==> src/rtl/tqrc_pkg.sv <==
// Shared types, widths and helpers for the textured quad rectangle clipper.
package tqrc_pkg;

    localparam int POS_WIDTH     = 16;
    localparam int UV_WIDTH      = 16;
    localparam int EW            = POS_WIDTH + 1;
    localparam int DW            = POS_WIDTH + 2;
    localparam int DU            = DW - 1;
    localparam int NW            = UV_WIDTH + DU;
    localparam int NUM_LANES     = 4;
    localparam int CFG_IDX_WIDTH = 3;

    typedef enum logic [CFG_IDX_WIDTH-1:0] {
        CFG_OFFSET_X,
        CFG_OFFSET_Z,
        CFG_CLIP_LEFT,
        CFG_CLIP_BOTTOM,
        CFG_CLIP_RIGHT,
        CFG_CLIP_TOP
    } t_cfg_idx;

    typedef logic        [UV_WIDTH-1:0]  t_uv;
    typedef logic signed [POS_WIDTH-1:0] t_pos;
    typedef logic signed [EW-1:0]        t_edge;
    typedef logic signed [DW-1:0]        t_diff;

    typedef struct packed {
        t_pos left_x;
        t_pos bottom_z;
        t_pos right_x;
        t_pos top_z;
        t_uv  tex_u0;
        t_uv  tex_v0;
        t_uv  tex_u1;
        t_uv  tex_v1;
        t_uv  tex_u2;
        t_uv  tex_v2;
        t_uv  tex_u3;
        t_uv  tex_v3;
    } t_in;

    typedef struct packed {
        t_pos out_left_x;
        t_pos out_bottom_z;
        t_pos out_right_x;
        t_pos out_top_z;
        t_uv  out_u0;
        t_uv  out_v0;
        t_uv  out_u1;
        t_uv  out_v1;
        t_uv  out_u2;
        t_uv  out_v2;
        t_uv  out_u3;
        t_uv  out_v3;
    } t_out;

    typedef struct packed {
        t_pos offset_x;
        t_pos offset_z;
        t_pos clip_left;
        t_pos clip_bottom;
        t_pos clip_right;
        t_pos clip_top;
    } t_cfg;

    typedef struct packed {
        t_edge      l;
        t_edge      b;
        t_edge      r;
        t_edge      t;
        t_uv [3:0]  u;
        t_uv [3:0]  v;
    } t_quad;

    typedef struct packed {
        logic  en;
        t_uv   a;
        t_uv   f;
        t_diff n;
        t_diff d;
    } t_lane;

    typedef struct packed {
        logic          pa;
        logic          pf;
        t_uv           a;
        t_uv           f;
        logic [DU-1:0] d;
        logic [NW-1:0] p1;
        logic [NW-1:0] p2;
    } t_mlane;

    typedef struct packed {
        logic          pa;
        logic          pf;
        t_uv           a;
        t_uv           f;
        logic [DU-1:0] d;
        logic [NW-1:0] rem;
        t_uv           q;
    } t_dlane;

    function automatic t_edge ext_e(input t_pos x);
        return {x[POS_WIDTH-1], x};
    endfunction

    function automatic t_diff ext_d(input t_edge x);
        return {x[EW-1], x};
    endfunction

    function automatic t_pos sat_pos(input t_edge x);
        if (x[EW-1] != x[EW-2]) begin
            return {x[EW-1], {(POS_WIDTH-1){~x[EW-1]}}};
        end
        return x[POS_WIDTH-1:0];
    endfunction

endpackage

==> src/rtl/tqrc_xlate.sv <==
// Input stage: adds the string offset to the quad edges.
module tqrc_xlate import tqrc_pkg::*; (
    input  logic  i_clk,
    input  logic  i_rst_n,
    input  logic  i_valid,
    output logic  o_ready,
    input  t_in   i_data,
    input  t_cfg  i_cfg,
    output logic  o_valid,
    input  logic  i_ready,
    output t_quad o_item
);

    logic  r_valid;
    t_quad r_item;
    t_quad n_item;

    assign o_ready = !r_valid || i_ready;
    assign o_valid = r_valid;
    assign o_item  = r_item;

    always_comb begin
        n_item.l    = ext_e(i_data.left_x) + ext_e(i_cfg.offset_x);
        n_item.b    = ext_e(i_data.bottom_z) + ext_e(i_cfg.offset_z);
        n_item.r    = ext_e(i_data.right_x) + ext_e(i_cfg.offset_x);
        n_item.t    = ext_e(i_data.top_z) + ext_e(i_cfg.offset_z);
        n_item.u[0] = i_data.tex_u0;
        n_item.v[0] = i_data.tex_v0;
        n_item.u[1] = i_data.tex_u1;
        n_item.v[1] = i_data.tex_v1;
        n_item.u[2] = i_data.tex_u2;
        n_item.v[2] = i_data.tex_v2;
        n_item.u[3] = i_data.tex_u3;
        n_item.v[3] = i_data.tex_v3;
    end

    always_ff @(posedge i_clk) begin
        if (!i_rst_n) begin
            r_valid <= 1'b0;
        end else if (o_ready) begin
            r_valid <= i_valid;
        end
    end

    always_ff @(posedge i_clk) begin
        if (o_ready) begin
            r_item <= n_item;
        end
    end

endmodule

==> config.mk <==
export PLATFORM = sky130hd
export DESIGN_NAME = tqrc_xlate
export DESIGN_NICKNAME = d
export VERILOG_FILES = /design/src/rtl/tqrc_pkg.sv /design/src/rtl/tqrc_xlate.sv
export SDC_FILE = /design/constraint.sdc
export NUM_CORES = 1
export LEC_CHECK = 0
export ABC_AREA = 1
export BUFFER_PORTS_ARGS = -buffer_cell sky130_fd_sc_hd__buf_2
export CORE_AREA = 2 2 192 194
export DETAILED_ROUTE_END_ITERATION = 10
export DIE_AREA = 0 0 194 196
export GPL_TIMING_DRIVEN = 0
export SYNTH_ARGS = -nofsm -noshare
export SYNTH_HDL_FRONTEND = slang
export SYNTH_SLANG_ARGS = --single-unit
==> constraint.sdc <==
create_clock -name i_clk -period 17.6 [get_ports i_clk]
set_clock_uncertainty 0.15 [all_clocks]
set_input_delay 1.76 -clock i_clk [delete_from_list [all_inputs] [get_ports i_clk]]
set_output_delay 1.76 -clock i_clk [all_outputs]
set_load 0.05 [all_outputs]
# Word-level counts from Yosys, hierarchy flattened
# Index checks and enable logic that the tools add are counted.
[word_totals]
register_bits = 197
in_bits = 292
output_inout_bits = 198
wordCells = 19
[classes]
addsub = 4
n_reduce_logical = 2
[ops]
columns = ["operator", "count"]
rows = [
  ["$add 16x16->17", 4],
  ["$logic_not 1->1", 1],
  ["$logic_or 1x1->1", 1],
]

# Longest topological paths before layout
[depth]
depth_word = 2
depth_mapped = 10
depth_no_buf = 10

# Worst setup path after synthesis
# OpenSTA, ideal clock, no wires.
[synth_path]
kind = "in2out"
startpoint = "input port i_ready"
endpoint = "output port o_ready"
t_arrival_ns = 6.235
required_ns = 15.690
slack_ns = 9.455
cell_stages = 2
path_buffers = 0
cell_sequence = "inv_1 -> nand2_1"
[synth_via]
elab_chain_cells = 1
[synth_rtl]
columns = ["item", "line_no", "rtl"]
rows = [
  ["start, declared", "tqrc_xlate.sv:10", "input logic i_ready,"],
  ["$logic_or 1x1->1", "tqrc_xlate.sv:18", "assign o_ready = !r_valid || i_ready;"],
  ["end, declared", "tqrc_xlate.sv:6", "output logic o_ready,"],
]
# Every way passes these cells.

# Final worst setup path
# Ends and elaborated chain as after synthesis.

==> results.yml <==
floorplan:
  initial_core_util: 0.276
  core_area_um2: 36100
  die_h_um: 196
  num_io_pins: 490
  row_count: 70
  die_w_um: 194
  die_area_um2: 38000
yosys:
  synth.yosys.seq_area_share: 0.593
  synth_compound_area_frac: 0.0176
  syn_nets: 1341
  syn_area_um2: 9960
  synth_cells: 981
  yosysWarningCount: 0
  yosys.area.top_type_share: 0.591
  synth_xor_area_frac: 0.0246
  ys_top_cells_by_area: "edfxtp_1 59%, nand2_1 13%, ha_1 8.0%"
  ys_seq_elements: 197
  yosysUniqueCellTypes: 21
  synth-adder-area-share: 0.0885
  syn_avg_cell_area_um2: 10.1
  yosys.area_share.simple: 0.209
  synth.largest_area_cell: "edfxtp_1"
  synth_top_family_by_area: "simple AND/OR/NAND/NOR gates"
  muxShareOfSynthArea: 0
outcome:
  status: "finished, final reports clean"
sta:
  finalCriticalPeriod_ps: 4770
  rsz0062_at_grt: "false"
  fmax_mhz: 210
  finalSetupTns_ps: 0
  finalSetupViolCount: 0
  slew_headroom: 0.747
  tightest_slew_ps: 380
  drv_slew: 0
  finalHoldViolCount: 0
  min_period_over_period: 0.271
detailed_routing:
  wl_met1_um: 13500
  top_layer: "met4"
  first_pass_iters: 5
  ant_nets: 0
  avgRoutedWirePerCell_um: 15.8
  wl_met2_um: 14700
  route.met3.wl_um: 1520
  initialDrtViolationCount: 406
  drcViolationCount: 0
  totalWireLength_um: 30100
  post_drt_via_cell_ratio: 4.25
  vias: 8125
cts:
  cts_tree: "done"
  clock-sinks: 197
  cts_buffer_depth: 2
  post_cts_buffers: 0
  clk_latency_ps: 440
  htree_levels: 4
  path_clk_slew_ps: 80
  cts_resized: 0
  root_buffer: "clkbuf_16"
  holdBufCountCts: 0
  cts_buffers: 17
critical_path:
  r2r_cells: 3
  slowest_delay_ps: 340
  critical_path_peak_fanout: 61
  r2r-start: "o_valid$_SDFFE_PN0P_"
  crit_slowest_cell: "buf_2"
  crit_chain: "buf_2, inv_1, nand2_4, buf_16, buf_2"
  r2r_slack_ps: 15770
  crit_path_frequent_cell: "buf_2"
  cp-start-kind: "primary input"
  crit_type: "primary input to primary output"
  required_ps: 15690
  cp.arrival_ps: 2860
  end_kind: "primary output"
  r2r-end: "o_item[9]$_DFFE_PP_"
cells_and_area:
  area_growth_pct: 33.9
  nNetsFinal: 1788
  final_common_cell: "buf_2"
  fin_area_um2: 13300
  stdcell_count: 1910
  drive_above_1_share: 0.367
  num-fill-cells: 3660
  final_cell_mix: "425 x buf_2, 341 x nand2_1, 196 x edfxtp_1"
  ff_latch_area_um2: 5910
  final_util: 0.369
  multiInputGateArea_um2: 3390
grt:
  grt_usage: 0.153
  grt_max_degree: 73
  grt-ovfl-total: 0
  antenna_found_initial: 1
  grt_pass1_vias: 7584
  grt_pass1_wl_um: 44700
placed_design:
  dpl.hpwl_um: 24600
  place_area_um2: 12800
  dpl.cell_count: 1877
  place_congestion: 0.859
  place.port_buffers: 425
hold_path:
  hp-start: "o_valid$_SDFFE_PN0P_"
  min_to: "o_item[89]$_DFFE_PP_"
  worstHoldPathType: "flip-flop to flip-flop"
  whs_path_depth: 1
power_and_ir_drop:
  p_per_area_nw_per_um2: 105
  total_power_mw: 1.39
  power.leakage_nw: 6.89
  peakVddDrop_v: 0.0000660
job:
  cap_violations: 0
[per-stage QoR]
step           hold WS (ps)  setup WS [ps]
3_3_place_gp           1790           6710
3_5_place_dp            598          12830
5_1_grt                 645          12770
4_1_cts                 617          12830
6_report                610          12830
2_1_floorplan          1710           9460
[cells by family after synthesis]
group	Yosys count
adder cells (fa/ha/maj)	68
flip-flops	197
XOR/XNOR	28
AO/OA/AOI/OAI	33
AND/OR/NAND/NOR	477
buffers and inverters	178
[registers in the layout, summed over array words and instances (netlist names)]
name     count
o_item     196
o_valid      1
[routing by layer]
metal / vias to the layer above / global-route usage
li1: 4052 / -
met1: 3786 / 0.199
met2: 259 / 0.257
met3: 28 / 0.0309
met4: 0 / 0.0497
met5: - / 0
[where the power goes]
part	total, mW	switching, mW	internal [mW]
clock	0.388	0.200	0.188
sequential	0.590	0.0135	0.577
combinational	0.416	0.314	0.102
[Yosys cell counts (all sizes together)]
cell,count
a21oi,32
inv,178
or2,6
xnor2,6
ha,64
nand3,42
nand2,377
nor3,16
xor2,22
dfxtp,1
nor2,30
edfxtp,196
nand3b,6
a21boi,1
fa,4
[critical path: cells and delay by family]
family	cells	cell delay, ps
buffers and inverters	4	780
AND/OR/NAND/NOR	1	220
[worst max-delay path by stage]
| stage | start | end | slack (ps) |
|---|---|---|---|
| 3_5_place_dp | i_ready | o_ready | 12830 |
| 6_report | i_ready | o_ready | 12830 |
| 3_3_place_gp | i_ready | o_ready | 6710 |
| 5_1_grt | i_ready | o_ready | 12770 |
| 2_1_floorplan | i_ready | o_ready | 9460 |
| 4_1_cts | i_ready | o_ready | 12830 |
[final cells by class]
class / instances / share of cell area
clock inverter: 15 / 0.0106
tap: 468 / 0.0439
multi-input combinational: 606 / 0.254
sequential: 197 / 0.443
inverter: 178 / 0.0501
clock buffer: 17 / 0.0319
timing repair buffer: 428 / 0.166
antenna: 1 / 0.000188
(Power assumes the default switching activity.)
