$ cat src/rtl/tqrc_pkg.sv
// Shared types, widths and helpers for the textured quad rectangle clipper.
package tqrc_pkg;

    localparam int POS_WIDTH     = 16;
    localparam int UV_WIDTH      = 16;
    localparam int EW            = POS_WIDTH + 1;
    localparam int DW            = POS_WIDTH + 2;
    localparam int DU            = DW - 1;
    localparam int NW            = UV_WIDTH + DU;
    localparam int NUM_LANES     = 4;
    localparam int CFG_IDX_WIDTH = 3;

    typedef enum logic [CFG_IDX_WIDTH-1:0] {
        CFG_OFFSET_X,
        CFG_OFFSET_Z,
        CFG_CLIP_LEFT,
        CFG_CLIP_BOTTOM,
        CFG_CLIP_RIGHT,
        CFG_CLIP_TOP
    } t_cfg_idx;

    typedef logic        [UV_WIDTH-1:0]  t_uv;
    typedef logic signed [POS_WIDTH-1:0] t_pos;
    typedef logic signed [EW-1:0]        t_edge;
    typedef logic signed [DW-1:0]        t_diff;

    typedef struct packed {
        t_pos left_x;
        t_pos bottom_z;
        t_pos right_x;
        t_pos top_z;
        t_uv  tex_u0;
        t_uv  tex_v0;
        t_uv  tex_u1;
        t_uv  tex_v1;
        t_uv  tex_u2;
        t_uv  tex_v2;
        t_uv  tex_u3;
        t_uv  tex_v3;
    } t_in;

    typedef struct packed {
        t_pos out_left_x;
        t_pos out_bottom_z;
        t_pos out_right_x;
        t_pos out_top_z;
        t_uv  out_u0;
        t_uv  out_v0;
        t_uv  out_u1;
        t_uv  out_v1;
        t_uv  out_u2;
        t_uv  out_v2;
        t_uv  out_u3;
        t_uv  out_v3;
    } t_out;

    typedef struct packed {
        t_pos offset_x;
        t_pos offset_z;
        t_pos clip_left;
        t_pos clip_bottom;
        t_pos clip_right;
        t_pos clip_top;
    } t_cfg;

    typedef struct packed {
        t_edge      l;
        t_edge      b;
        t_edge      r;
        t_edge      t;
        t_uv [3:0]  u;
        t_uv [3:0]  v;
    } t_quad;

    typedef struct packed {
        logic  en;
        t_uv   a;
        t_uv   f;
        t_diff n;
        t_diff d;
    } t_lane;

    typedef struct packed {
        logic          pa;
        logic          pf;
        t_uv           a;
        t_uv           f;
        logic [DU-1:0] d;
        logic [NW-1:0] p1;
        logic [NW-1:0] p2;
    } t_mlane;

    typedef struct packed {
        logic          pa;
        logic          pf;
        t_uv           a;
        t_uv           f;
        logic [DU-1:0] d;
        logic [NW-1:0] rem;
        t_uv           q;
    } t_dlane;

    function automatic t_edge ext_e(input t_pos x);
        return {x[POS_WIDTH-1], x};
    endfunction

    function automatic t_diff ext_d(input t_edge x);
        return {x[EW-1], x};
    endfunction

    function automatic t_pos sat_pos(input t_edge x);
        if (x[EW-1] != x[EW-2]) begin
            return {x[EW-1], {(POS_WIDTH-1){~x[EW-1]}}};
        end
        return x[POS_WIDTH-1:0];
    endfunction

endpackage

$ cat src/rtl/tqrc_setup.sv
// Clamp setup stage: cull test (first pass), edge clamps and lane operands.
module tqrc_setup import tqrc_pkg::*; #(
    parameter int PHASE = 0
) (
    input  logic                  i_clk,
    input  logic                  i_rst_n,
    input  logic                  i_valid,
    output logic                  o_ready,
    input  t_quad                 i_item,
    input  t_cfg                  i_cfg,
    output logic                  o_valid,
    input  logic                  i_ready,
    output t_quad                 o_item,
    output t_lane [NUM_LANES-1:0] o_lane
);

    logic                  r_valid;
    t_quad                 r_item;
    t_lane [NUM_LANES-1:0] r_lane;
    t_quad                 n_item;
    t_lane [NUM_LANES-1:0] n_lane;
    logic                  cull;
    logic                  cx;
    logic                  cz;
    t_edge                 cl;
    t_edge                 cb;
    t_edge                 cr;
    t_edge                 ct;
    t_diff                 nx;
    t_diff                 dx;
    t_diff                 nz;
    t_diff                 dz;

    assign o_ready = !r_valid || i_ready;
    assign o_valid = r_valid;
    assign o_item  = r_item;
    assign o_lane  = r_lane;

    always_comb begin
        cl     = ext_e(i_cfg.clip_left);
        cb     = ext_e(i_cfg.clip_bottom);
        cr     = ext_e(i_cfg.clip_right);
        ct     = ext_e(i_cfg.clip_top);
        n_item = i_item;
        if (PHASE == 0) begin
            cull = (i_item.l > cr) || (i_item.r < cl) || (i_item.b > ct) || (i_item.t < cb);
            cx   = i_item.l < cl;
            nx   = ext_d(cl) - ext_d(i_item.l);
            dx   = ext_d(i_item.r) - ext_d(i_item.l);
            cz   = i_item.b < cb;
            nz   = ext_d(cb) - ext_d(i_item.b);
            dz   = ext_d(i_item.t) - ext_d(i_item.b);
            if (cx) begin
                n_item.l = cl;
            end
            if (cz) begin
                n_item.b = cb;
            end
            n_lane[0] = '{en: cx, a: i_item.u[0], f: i_item.u[1], n: nx, d: dx};
            n_lane[1] = '{en: cx, a: i_item.u[3], f: i_item.u[2], n: nx, d: dx};
            n_lane[2] = '{en: cz, a: i_item.v[0], f: i_item.v[3], n: nz, d: dz};
            n_lane[3] = '{en: cz, a: i_item.v[1], f: i_item.v[2], n: nz, d: dz};
        end else begin
            cull = 1'b0;
            cx   = i_item.r > cr;
            nx   = ext_d(i_item.r) - ext_d(cr);
            dx   = ext_d(i_item.r) - ext_d(i_item.l);
            cz   = i_item.t > ct;
            nz   = ext_d(i_item.t) - ext_d(ct);
            dz   = ext_d(i_item.t) - ext_d(i_item.b);
            if (cx) begin
                n_item.r = cr;
            end
            if (cz) begin
                n_item.t = ct;
            end
            n_lane[0] = '{en: cx, a: i_item.u[2], f: i_item.u[3], n: nx, d: dx};
            n_lane[1] = '{en: cx, a: i_item.u[1], f: i_item.u[0], n: nx, d: dx};
            n_lane[2] = '{en: cz, a: i_item.v[2], f: i_item.v[1], n: nz, d: dz};
            n_lane[3] = '{en: cz, a: i_item.v[3], f: i_item.v[0], n: nz, d: dz};
        end
    end

    always_ff @(posedge i_clk) begin
        if (!i_rst_n) begin
            r_valid <= 1'b0;
        end else if (o_ready) begin
            r_valid <= i_valid && !cull;
        end
    end

    always_ff @(posedge i_clk) begin
        if (o_ready) begin
            r_item <= n_item;
            r_lane <= n_lane;
        end
    end

endmodule

$ cat config.mk
export PLATFORM = sky130hd
export DESIGN_NAME = tqrc_setup
export DESIGN_NICKNAME = d
export VERILOG_FILES = /design/src/rtl/tqrc_pkg.sv /design/src/rtl/tqrc_setup.sv
export SDC_FILE = /design/constraint.sdc
export NUM_CORES = 1
export LEC_CHECK = 0
export ABC_CLOCK_PERIOD_IN_PS = 9200
export BUFFER_PORTS_ARGS = -buffer_cell sky130_fd_sc_hd__buf_2
export CAP_MARGIN = 20
export CORE_AREA = 2 2 302 304
export DETAILED_ROUTE_END_ITERATION = 12
export DIE_AREA = 0 0 304 306
export PLACE_DENSITY = 0.35
export SYNTH_ARGS = -nofsm -noshare
export SYNTH_HDL_FRONTEND = slang
export SYNTH_SLANG_ARGS = --single-unit
$ cat constraint.sdc
create_clock -name i_clk -period 9.2 [get_ports i_clk]
set_clock_uncertainty 0.1 [all_clocks]
set_input_delay 0.92 -clock i_clk [delete_from_list [all_inputs] [get_ports i_clk]]
set_output_delay 0.92 -clock i_clk [all_outputs]
set_load 0.02 [all_outputs]
---- Yosys cells after proc, flatten, opt, wreduce, memory -nomap -nowiden ----
Index checks and enable logic that the tools add are counted.
storage, ports and cells
  logic and storage cells ................. 38
  bits in registers ....................... 271
  input bits .............................. 296
operators by class
  $lt $le $gt $ge ......................... 6
  $add $sub $neg .......................... 4
  muxes and demuxes ....................... 2
  reduce and logical (&&, ||, !) cells .... 7
operators with widths
  cell                                                        number
  17-bit by 16-bit < comparator with 1-bit output             4
  16-bit by 17-bit subtractor with 18-bit output              2
  17-bit by 17-bit subtractor with 18-bit output              2
  17-bit by 16-bit greater-than comparator with 1-bit output  2
  17-bit two-way mux                                          2
  1-bit logical OR                                            4
  1-bit zero test                                             2
  1-bit logical AND                                           1

---- Depth between registers and ports, before layout ----
Gate-level depths: netlist of run 1.
  depth in word-level cells ............... 6
  gate-level depth with buffers ........... 12
  depth with buffers taken out ............ 10

---- Least setup slack after synthesis of run 1 ----
Ideal clock, no wire load.
  kind .................................... input to register
  start point ............................. input port i_ready
  end point ............................... register r_valid (netlist: o_valid)
  arrival time ............................ 8086 ps
  library setup time ...................... 458 ps
  path slack .............................. 556 ps
  buffers on the path ..................... 0
  stages .................................. 2
  cell sequence ........................... nand2b_1 o32ai_1
on the way
  longest elaborated chain between the ends .. 1
RTL lines
  element               line              RTL
  start, declared       tqrc_setup.sv:12  input logic i_ready,
  1-bit logical OR      tqrc_setup.sv:34  assign o_ready = !r_valid || i_ready;
  end signal, assigned  tqrc_setup.sv:88  r_valid <= i_valid && !cull;
  end, declared         tqrc_setup.sv:17  logic r_valid;
No other way between the ends.
A chain may end at the register's enable or synchronous reset.

==> impl_results.md, run 1 <==
* Area delta synth->final at 32.84%
* CTS tree: done
* Post-synth EDFFs at 270
* Antenna Violating Nets Remaining at 0
* Worst Path Max Fanout at 18
* Remaining Overflow, GRT at 0
* Final worst path period share at 37.16%
* DIE AREA at 0.09302 mm2
* DP Cell Count at 2,921
* Clk sinks at 271
* P_leak at 9.376 nW
* Post-Synthesis Cell Area at 0.01504 mm2
* Post-synth ARST share at 0%
* Horiz. Die Dim at 304 um
* CP required at 9.40 ns
* Slew HR at 32.69%
* Share of layout cells above drive strength 1 at 45.48%
* DRT Wirelength at 60,430 um
* DR WL/cell at 20.21 um
* Number of global-route vias before repair at 11,540
* Hpwl dp at 50,140 um
* Cts hold-fix bufs at 0
* Fin. Hold Viols at 0
* Seq/Total Area, Yosys at 54.05%
* Max cap viols at 0
* Vias per cell at 3.789
* DRC viols at 0
* Largest net degree at the start of global routing at 113
* First-pass GRT wire length at 83,460 um
* Status: completed
* Hold/Removal Path Class: in -> reg
* Crit path arrival time at 3.61 ns
* Die H at 306 um
* Num rows at 110
* Syn Area/Cell at 12.46 um2
* Starting Density at 16.78%
* Antenna diode count at 0
* Core ar. at 0.08960 mm2
* Fin crit period at 3.419 ns
* Setup violators final at 0
* Fmax at 292.5 MHz
* Crit start category: input port
* DRT iter0 DRCs at 565
* Routed vias at 11,330
* Post-route core utilization at 22.30%
* Num CTS Buffers at 38
* Worst setup path class: in -> reg
* I/O Pins at 770
* Clock Path Buffers at 3
* Total power density per cell area at 208.6 mW/mm2
* Synth Warn # at 0
* Reg clk slew, reported paths at 0.06 ns
* Flops & latches, synth at 271
* Post-CTS sizing at 0
* Worst VDD drop at 0.1066 mV
* Worst-margin pin slew at 1.007 ns
* Syn Nets at 1,643
* Nets at 2,221
* RSZ-0062 raised after global routing: false
* Crit. End Element: flip-flop
* Gate Count Post-Synth at 1,207
* Antenna violations before repair at 8
* Port-buffer cells at 737
* Synth Flop Type: edfxtp_1
* Setup TNS Final at 0 ns
* Routability Congestion at 0.8371
* All-Layer GR Usage at 12.37%
* H-tree depth at 2
* Post-synthesis cell type count at 64
* Cell Count, Final, Fillers Out at 2,990
* Max-slew violations at 0
* Clock root cell: clkbuf_16
* Post-CTS setup buffer count at 0
* Clock Latency Late Sink at 0.55 ns
* DRT Pass-1 Iters at 5
## kinds of logic after synthesis
| family | after synthesis | share of synthesized area, % |
|---|---|---|
| buffers and inverters | 343 | 13.84 |
| adder cells (fa/ha/maj) | 140 | 11.85 |
| flip-flops | 271 | 54.05 |
| AO/OA/AOI/OAI | 195 | 8.961 |
| AND/OR/NAND/NOR | 167 | 5.699 |
| multiplexers | 36 | 2.405 |
| XOR/XNOR | 55 | 3.203 |
## flip-flops by register name, summed over array words and instances (netlist names)
signal   count
o_valid      1
o_item     100
o_lane     170
## cell usage after synthesis (5+ instances only)
master / number / area share (%)
nor2b_1: 12 / 0.50
xor2_1: 11 / 0.64
xnor2_1: 44 / 2.6
mux2i_1: 35 / 2.3
edfxtp_1: 270 / 54
a31oi_1: 8 / 0.33
a21o_1: 26 / 1.3
nand2_1: 27 / 0.67
a21oi_1: 48 / 1.6
nand4_1: 16 / 0.67
inv_1: 135 / 3.4
nor3_1: 7 / 0.23
o21ai_1: 8 / 0.27
nand3_1: 19 / 0.63
o311ai_0: 5 / 0.29
o21ai_0: 26 / 0.87
ha_1: 136 / 11
a211oi_1: 11 / 0.55
buf_4: 203 / 10
a2111oi_0: 7 / 0.41
nand2b_1: 16 / 0.67
o21a_1: 13 / 0.65
nor2_1: 47 / 1.2
## path summary, 6_finish.rpt
path / slack [ns] / endpoint / from / depth (start not counted)
max reg2reg: 6.12 / o_lane[117] / o_valid / 3
max: 5.78 / o_item[164] / i_item[170] / 11
min reg2reg: 1.02 / o_lane[131] / o_valid / 1
min: 0.43 / o_lane[47] / i_item[91] / 1
## cells in the final DEF, fill, tap and decap left out, types with 7 or more instances in the layout
cell type,n
clkbuf_16,39
a21o_1,26
clkinv_1,9
inv_1,135
a31oi_1,7
nor2b_1,12
nand2_1,27
nand4_1,16
a211oi_1,11
ha_1,136
nor2_1,47
buf_2,738
xor2_1,11
o21ai_0,26
edfxtp_1,270
o21a_1,13
nand2b_1,15
mux2i_1,35
nor3_1,7
o21ai_1,7
nand3_1,19
a21oi_1,48
xnor2_1,44
## metal layers
layer,global-route usage (%),routed length [um]
met1,14.88,25140
met5,0,43
met4,3.066,1217
met2,21.36,29420
met3,3.864,4602
## area by class of cell
class                      count  area [um2]
multi-input combinational    593        4848
sequential                   271        8128
fill                        9797       69620
clock inverter                24       231.5
timing repair buffer         745        3759
tap                         1176        1471
clock buffer                  45        1028
inverter                     136       510.5
## stage by stage
step	hold slack, ns	power (mW)	cell area [um2]	setup slack [ns]
3_3_place_gp	0.9966	2.708	18710	5.228
4_1_cts	0.3668	4.267	19980	5.833
5_1_grt	0.3889	4.379	19980	5.635
3_5_place_dp	0.9981	2.703	18720	5.222
2_1_floorplan	0.9189	2.363	15040	0.5556
6_report	0.4319	4.168	19980	5.781
## where the power goes
group	internal (mW)	switching (mW)
Combinational	0.356	0.696
Clock	0.910	0.596
Sequential	1.52	0.0853
## worst max-delay path: stages
cell and delay [ns]:
buf_2 0.11, inv_1 0.08, ha_1 0.40, nand4_1 0.24, nor4_1 0.74, mux2i_1 0.23
nand3b_1 0.13, o21ai_0 0.10, a31oi_2 0.15, buf_4 0.36, mux2i_1 0.13
No activity file was read; power rests on OpenSTA's default activity.
==> run 2: changes to the inputs <==
ABC_AREA = 1   (was not set)
ABC_CLOCK_PERIOD_IN_PS = 3500   (was 9200)
CORE_AREA = 2 2 300 302   (was 2 2 302 304)
DIE_AREA = 0 0 302 304   (was 0 0 304 306)
clock period = 3.5 ns   (was 9.2 ns; I/O delays follow)
==> run 2 against run 1 <==
Net effect: sequential share of layout area decreased by 3.6 points; synthesized cell count increased by 14%; count of clock-buffer cells in the layout unchanged; first-iteration DRC count increased by 12%; utilization increased by 2.3 points; area after synthesis increased by 0.72%; setup slack got worse by 5.2 ns; cell count increased by 11%; via count increased by 10%; highest routed layer unchanged.
==> impl_results.md, run 2 <==
* Syn Nets at 1,810
* Hold Path Stages at 3
* DRC viols at 0
* Critical R2R Capture: o_lane[204]
* DRT Pass-1 Iters at 5
* Worst VDD drop at 0.5753 mV
* Remaining Overflow, GRT at 0
* Slew HR at 40.11%
* Cts hold-fix bufs at 175
* Routability Congestion at 0.8445
* Fin. Hold Viols at 0
* Most frequent cells after synthesis: edfxtp_1, nand2_1, buf_4
* Max reg flops at 170
* CTS tree: done
* Crit path arrival time at 3.08 ns
* Post-synth top area share at 53.53%
* Syn Area/Cell at 11.02 um2
* DR WL/cell at 18.15 um
* Post-CTS sizing at 0
* Synth Warn # at 0
* Post-synth ARST share at 0%
* Post-synth EDFFs at 270
* I/O Pins at 770
* Worst-margin pin slew at 0.8983 ns
* Total power at 11.18 mW
* CP required at 3.67 ns
* Fin crit period at 2.908 ns
* Gate Count Post-Synth at 1,374
* P_leak at 10.47 nW
* Area delta synth->final at 44.51%
* Max-slew violations at 0
* Antenna Violating Nets Remaining at 0
* Core ar. at 0.08905 mm2
* Setup violators final at 0
* RSZ-0062 raised after global routing: false
* Number of global-route vias before repair at 12,570
* Die H at 304 um
* Final worst path period share at 83.08%
* Horiz. Die Dim at 302 um
* Storage element area at 0.008128 mm2
* Hold/Removal Path Class: in -> reg
* H-tree depth at 2
* Worst r2r src: o_valid
* Nets at 2,563
* Reg2Reg Depth at 2
* Port-buffer cells at 737
* Hold_sp: i_item[191]
* Seq/Total Area, Yosys at 53.66%
* Clock Path Buffers at 3
* DIE AREA at 0.09181 mm2
* DRT Wirelength at 60,410 um
* Clock root cell: clkbuf_16
* Num CTS Buffers at 37
* Layout fillers at 9,552
* Flops & latches, synth at 271
* First-pass GRT wire length at 84,250 um
* Crit start category: input port
* Share of layout cells above drive strength 1 at 38.03%
* DRT iter0 DRCs at 632
* Fmax at 343.9 MHz
* Post-synthesis cell type count at 41
* Area leader, netlist: edfxtp_1
* Post-Synthesis Cell Area at 0.01515 mm2
* Reg clk slew, reported paths at 0.06 ns
* Starting Density at 17.01%
* Setup TNS Final at 0 ns
* Max cap viols at 0
* Multi-input gate area at 0.004847 mm2
* Vias per cell at 3.750
* Num rows at 110
* Worst setup path class: in -> reg
* Routed vias at 12,480
* Highest-count cells in the layout ignoring fill and taps: buf_2, edfxtp_1, nand2_1
* All-Layer GR Usage at 12.44%
* Antenna violations before repair at 10
* Synth Flop Type: edfxtp_1
* Post-CTS setup buffer count at 0
* Hpwl dp at 49,390 um
* Status: completed
* Clk sinks at 271
* Clock Latency Late Sink at 0.54 ns
* Synth top area cells: edfxtp_1, ha_1, buf_4
* Most frequent cell after synthesis: edfxtp_1
* Total power density per cell area at 510.9 mW/mm2
* Largest net degree at the start of global routing at 83
* Hold endpoint: o_item[191]
* Most common cell after layout, fill and taps aside: buf_2
* Worst Path Max Fanout at 4
* Crit. End Element: flip-flop
* Reg-to-reg setup timing slack at 1.35 ns
==> run 2: logic make-up after synthesis <==
family                   after synthesis  share of synthesized area (%)
AO/OA/AOI/OAI                        189                          7.030
XOR/XNOR                              62                          3.585
adder cells (fa/ha/maj)              140                          11.76
buffers and inverters                373                          14.45
flip-flops                           271                          53.66
AND/OR/NAND/NOR                      339                          9.516
==> run 2: where the power goes <==
group	internal [mW]	total [mW]	switching [mW]	leakage, nW
Clock	2.53	4.05	1.52	0.601
Sequential	4.02	4.26	0.245	2.87
Combinational	0.996	2.87	1.87	7.00
==> run 2: worst max-delay path: stages <==
cell and delay [ns]:
dlygate4sd3_1 0.52, buf_2 0.16, inv_1 0.06, ha_1 0.22
fa_1 0.41, o21ai_0 0.32, a21oi_1 0.22, o21ai_2 0.34
a21oi_1 0.16, o21ai_0 0.22, xor2_1 0.09
==> run 2: how the worst max path moves through the flow <==
stage | start | to | slack, ns | cells after the start
2_1_floorplan | o_valid | o_item[128] | 0.69 | 1
3_3_place_gp | i_item[128] | o_lane[152] | 0.53 | 10
3_5_place_dp | i_item[128] | o_lane[152] | 0.55 | 10
4_1_cts | i_item[128] | o_lane[152] | 0.60 | 11
5_1_grt | i_item[145] | o_lane[83] | 0.41 | 11
6_report | i_item[128] | o_lane[152] | 0.59 | 11
==> run 2: layer usage <==
layer	vias to the layer above	GRT usage, %	share of wire (%)
li1	6014	-	-
met1	5917	15.03	42
met2	473	22.04	50
met3	63	2.999	6.9
met4	16	2.959	1.9
met5	-	0	0.19
==> run 2: stage by stage <==
stage / hold slack [ns] / instances / setup slack (ns) / util (%) / instance area, um2
after floorplan: 0.3489 / 1374 / 0.6869 / - / 15150
after global placement: 0.4278 / 3089 / 0.5305 / 21.20 / 18870
after detailed placement: 0.4283 / 3089 / 0.5491 / 21.20 / 18870
after CTS: 0.002714 / 3327 / 0.6024 / 24.58 / 21880
after global routing: 0.02086 / 3329 / 0.4063 / 24.58 / 21890
final: 0.05192 / 3329 / 0.5924 / 24.58 / 21890
==> run 2: area by class of cell <==
class	instances	area share (%)
antenna	2	0.02286
multi-input combinational	730	22.14
timing repair buffer	924	25.44
sequential	271	37.13
tap	1176	6.722
clock inverter	18	1.378
inverter	163	2.795
clock buffer	45	4.367
==> run 3: changes to the inputs <==
ABC_CLOCK_PERIOD_IN_PS = 2400   (was 3500)
CORE_AREA = 2 2 299 301   (was 2 2 300 302)
DIE_AREA = 0 0 301 303   (was 0 0 302 304)
PLACE_DENSITY = 0.37   (was 0.35)
clock period = 2.4 ns   (was 3.5 ns; I/O delays follow)
==> run 3 against run 2 <==
Net effect: clock power rose by 47%; critical path depth did not move; global-route usage rose by 0.31 points; combinational power rose by 57%; sequential share of layout area fell by 2.0 points; count of clock-buffer cells in the layout fell by 1; critical endpoint is now o_lane[80].
==> impl_results.md, run 3 (same netlist as run 2, synthesis figures left out) <==
* Highest-count cells in the layout ignoring fill and taps: buf_2, edfxtp_1, dlygate4sd3_1
* Antenna Violating Nets Remaining at 0
* Post-route cell area at 0.02316 mm2
* Fin crit period at 2.325 ns
* Post-route core utilization at 26.33%
* Fin. Hold Viols at 0
* Nets at 2,696
* Horiz. Die Dim at 301 um
* Remaining Overflow, GRT at 0
* CP max-delay cell: dlygate4sd3_1
* Share of layout cells above drive strength 1 at 40.92%
* Area after DPL at 0.01956 mm2
* Clk sinks at 271
* Total power at 16.66 mW
* Routed vias at 12,970
* CP cell instances: dlygate4sd3_1 -> buf_2 -> ha_1 -> a21oi_1 -> o21ai_1 -> a21oi_2 -> o21ai_1 -> buf_4 -> a21boi_1 -> o21ai_0 -> xor2_1
* Num CTS Buffers at 37
* Worst-margin pin slew at 0.9757 ns
* Port-buffer cells at 737
* DRT Wirelength at 62,190 um
* Status: completed
* Max incr delay on CP at 0.54 ns
* DP Cell Count at 3,168
* Area delta synth->final at 52.92%
* Num rows at 109
* Worst setup path class: in -> reg
* Starting Density at 17.22%
* CP required at 2.58 ns
* Total power density per cell area at 719.1 mW/mm2
* Cell mode on critical path: o21ai_1
* Vias per cell at 3.754
* All-Layer GR Usage at 12.75%
* Number of global-route vias before repair at 13,120
* Crit start category: input port
* First-pass GRT wire length at 85,750 um
* Setup violators final at 0
* Hold Slack at 0.04577 ns
* Crit. End Element: flip-flop
* DR WL/cell at 18.00 um
* DRT Pass-1 Iters at 5
* H-tree depth at 2
* Core ar. at 0.08797 mm2
* CTS tree: done
* P_leak at 11.12 nW
* Die H at 303 um
* Fmax at 430.1 MHz
* Hold/Removal Path Class: in -> reg
* Routability Congestion at 0.8492
* Max reg flops at 170
* Final worst path period share at 96.89%
* Delay-heaviest family, CP: compound AO/OA/AOI/OAI gates
* DRT iter0 DRCs at 612
* Max-slew violations at 0
* I/O Pins at 770
* Hpwl dp at 50,610 um
* Clock root cell: clkbuf_16
* Crit path buf inv count at 3
* Crit path arrival time at 2.50 ns
* Cell Count, Final, Fillers Out at 3,456
* DRC viols at 0
* Clock Path Buffers at 3
* Worst VDD drop at 0.4870 mV
* Worst Path Max Fanout at 4
* Antenna violations before repair at 4
* Largest net degree at the start of global routing at 139
* Reg clk slew, reported paths at 0.06 ns
* Clock Latency Late Sink at 0.54 ns
* Layout fillers at 9,409
* Max cap viols at 0
* Most common cell after layout, fill and taps aside: buf_2
* Slew HR at 34.95%
* DIE AREA at 0.09120 mm2
[run 3: cell types whose count changed in the layout (fill, tap and decap cells not counted), sizes merged, moves of 4 or more]
cell,before,now
dlygate4sd3,175,216
buf,749,841
diode,2,6
clkinv,5,9
[run 3: metal layers]
metal  track usage [%]  share of wire [%]
met1             15.97                 42
met2             22.11                 49
met3             2.478                5.8
met4             3.838                2.5
met5                 0                  0
[run 3: per-stage QoR]
| step | TNS [ns] | worst slack (ns) |
|---|---|---|
| 3_5_place_dp | -6.232 | -0.1794 |
| 6_report | 0 | 0.07472 |
| 4_1_cts | 0 | 0.01765 |
| 2_1_floorplan | 0 | 0.1468 |
| 5_1_grt | -0.05517 | -0.02572 |
| 3_3_place_gp | -4.734 | -0.1488 |
[run 3: final timing paths]
check                                 start     endpoint  slack, ns  cells after the start
worst max-delay path            i_item[147]   o_lane[80]       0.07                     11
worst min-delay path            i_item[188]  o_item[188]       0.05                      4
worst min register to register      o_valid  o_lane[137]       1.05                      2
worst max register to register      o_valid  o_item[170]       0.55                      2
[run 3: tightest hold or removal path, delay by kind of cell]
| family | cells | cell delay (ns) |
|---|---|---|
| buf+inv | 2 | 0.23 |
| simple gates | 2 | 0.10 |
[run 3: power by group]
part | switching, mW | internal (mW)
logic | 2.81 | 1.69
clock network | 2.23 | 3.71
registers | 0.362 | 5.86
total | 5.40 | 11.3
[run 3: layout make-up]
cell class / count / area (um2) / area share (%)
flip-flops and latches: 271 / 8128 / 35.09
repair buffers: 1057 / 6709 / 28.96
inverters: 163 / 611.8 / 2.641
multi-input cells: 730 / 4962 / 21.42
clock buffers: 44 / 994.7 / 4.294
diodes: 6 / 15.01 / 0.06482
clock inverters: 20 / 285.3 / 1.232
well taps: 1165 / 1458 / 6.293
[run 3: repair_timing]
action | 4_1_cts | 5_1_grt
hold buffers | 216 | 0
buffers inserted | 0 | 2
pin swaps | 0 | 5
endpoints found under the setup margin | 1 | 54
endpoints found under the hold margin | 194 | 0
gates cloned | 0 | 0
gates resized for setup | 1 | 30
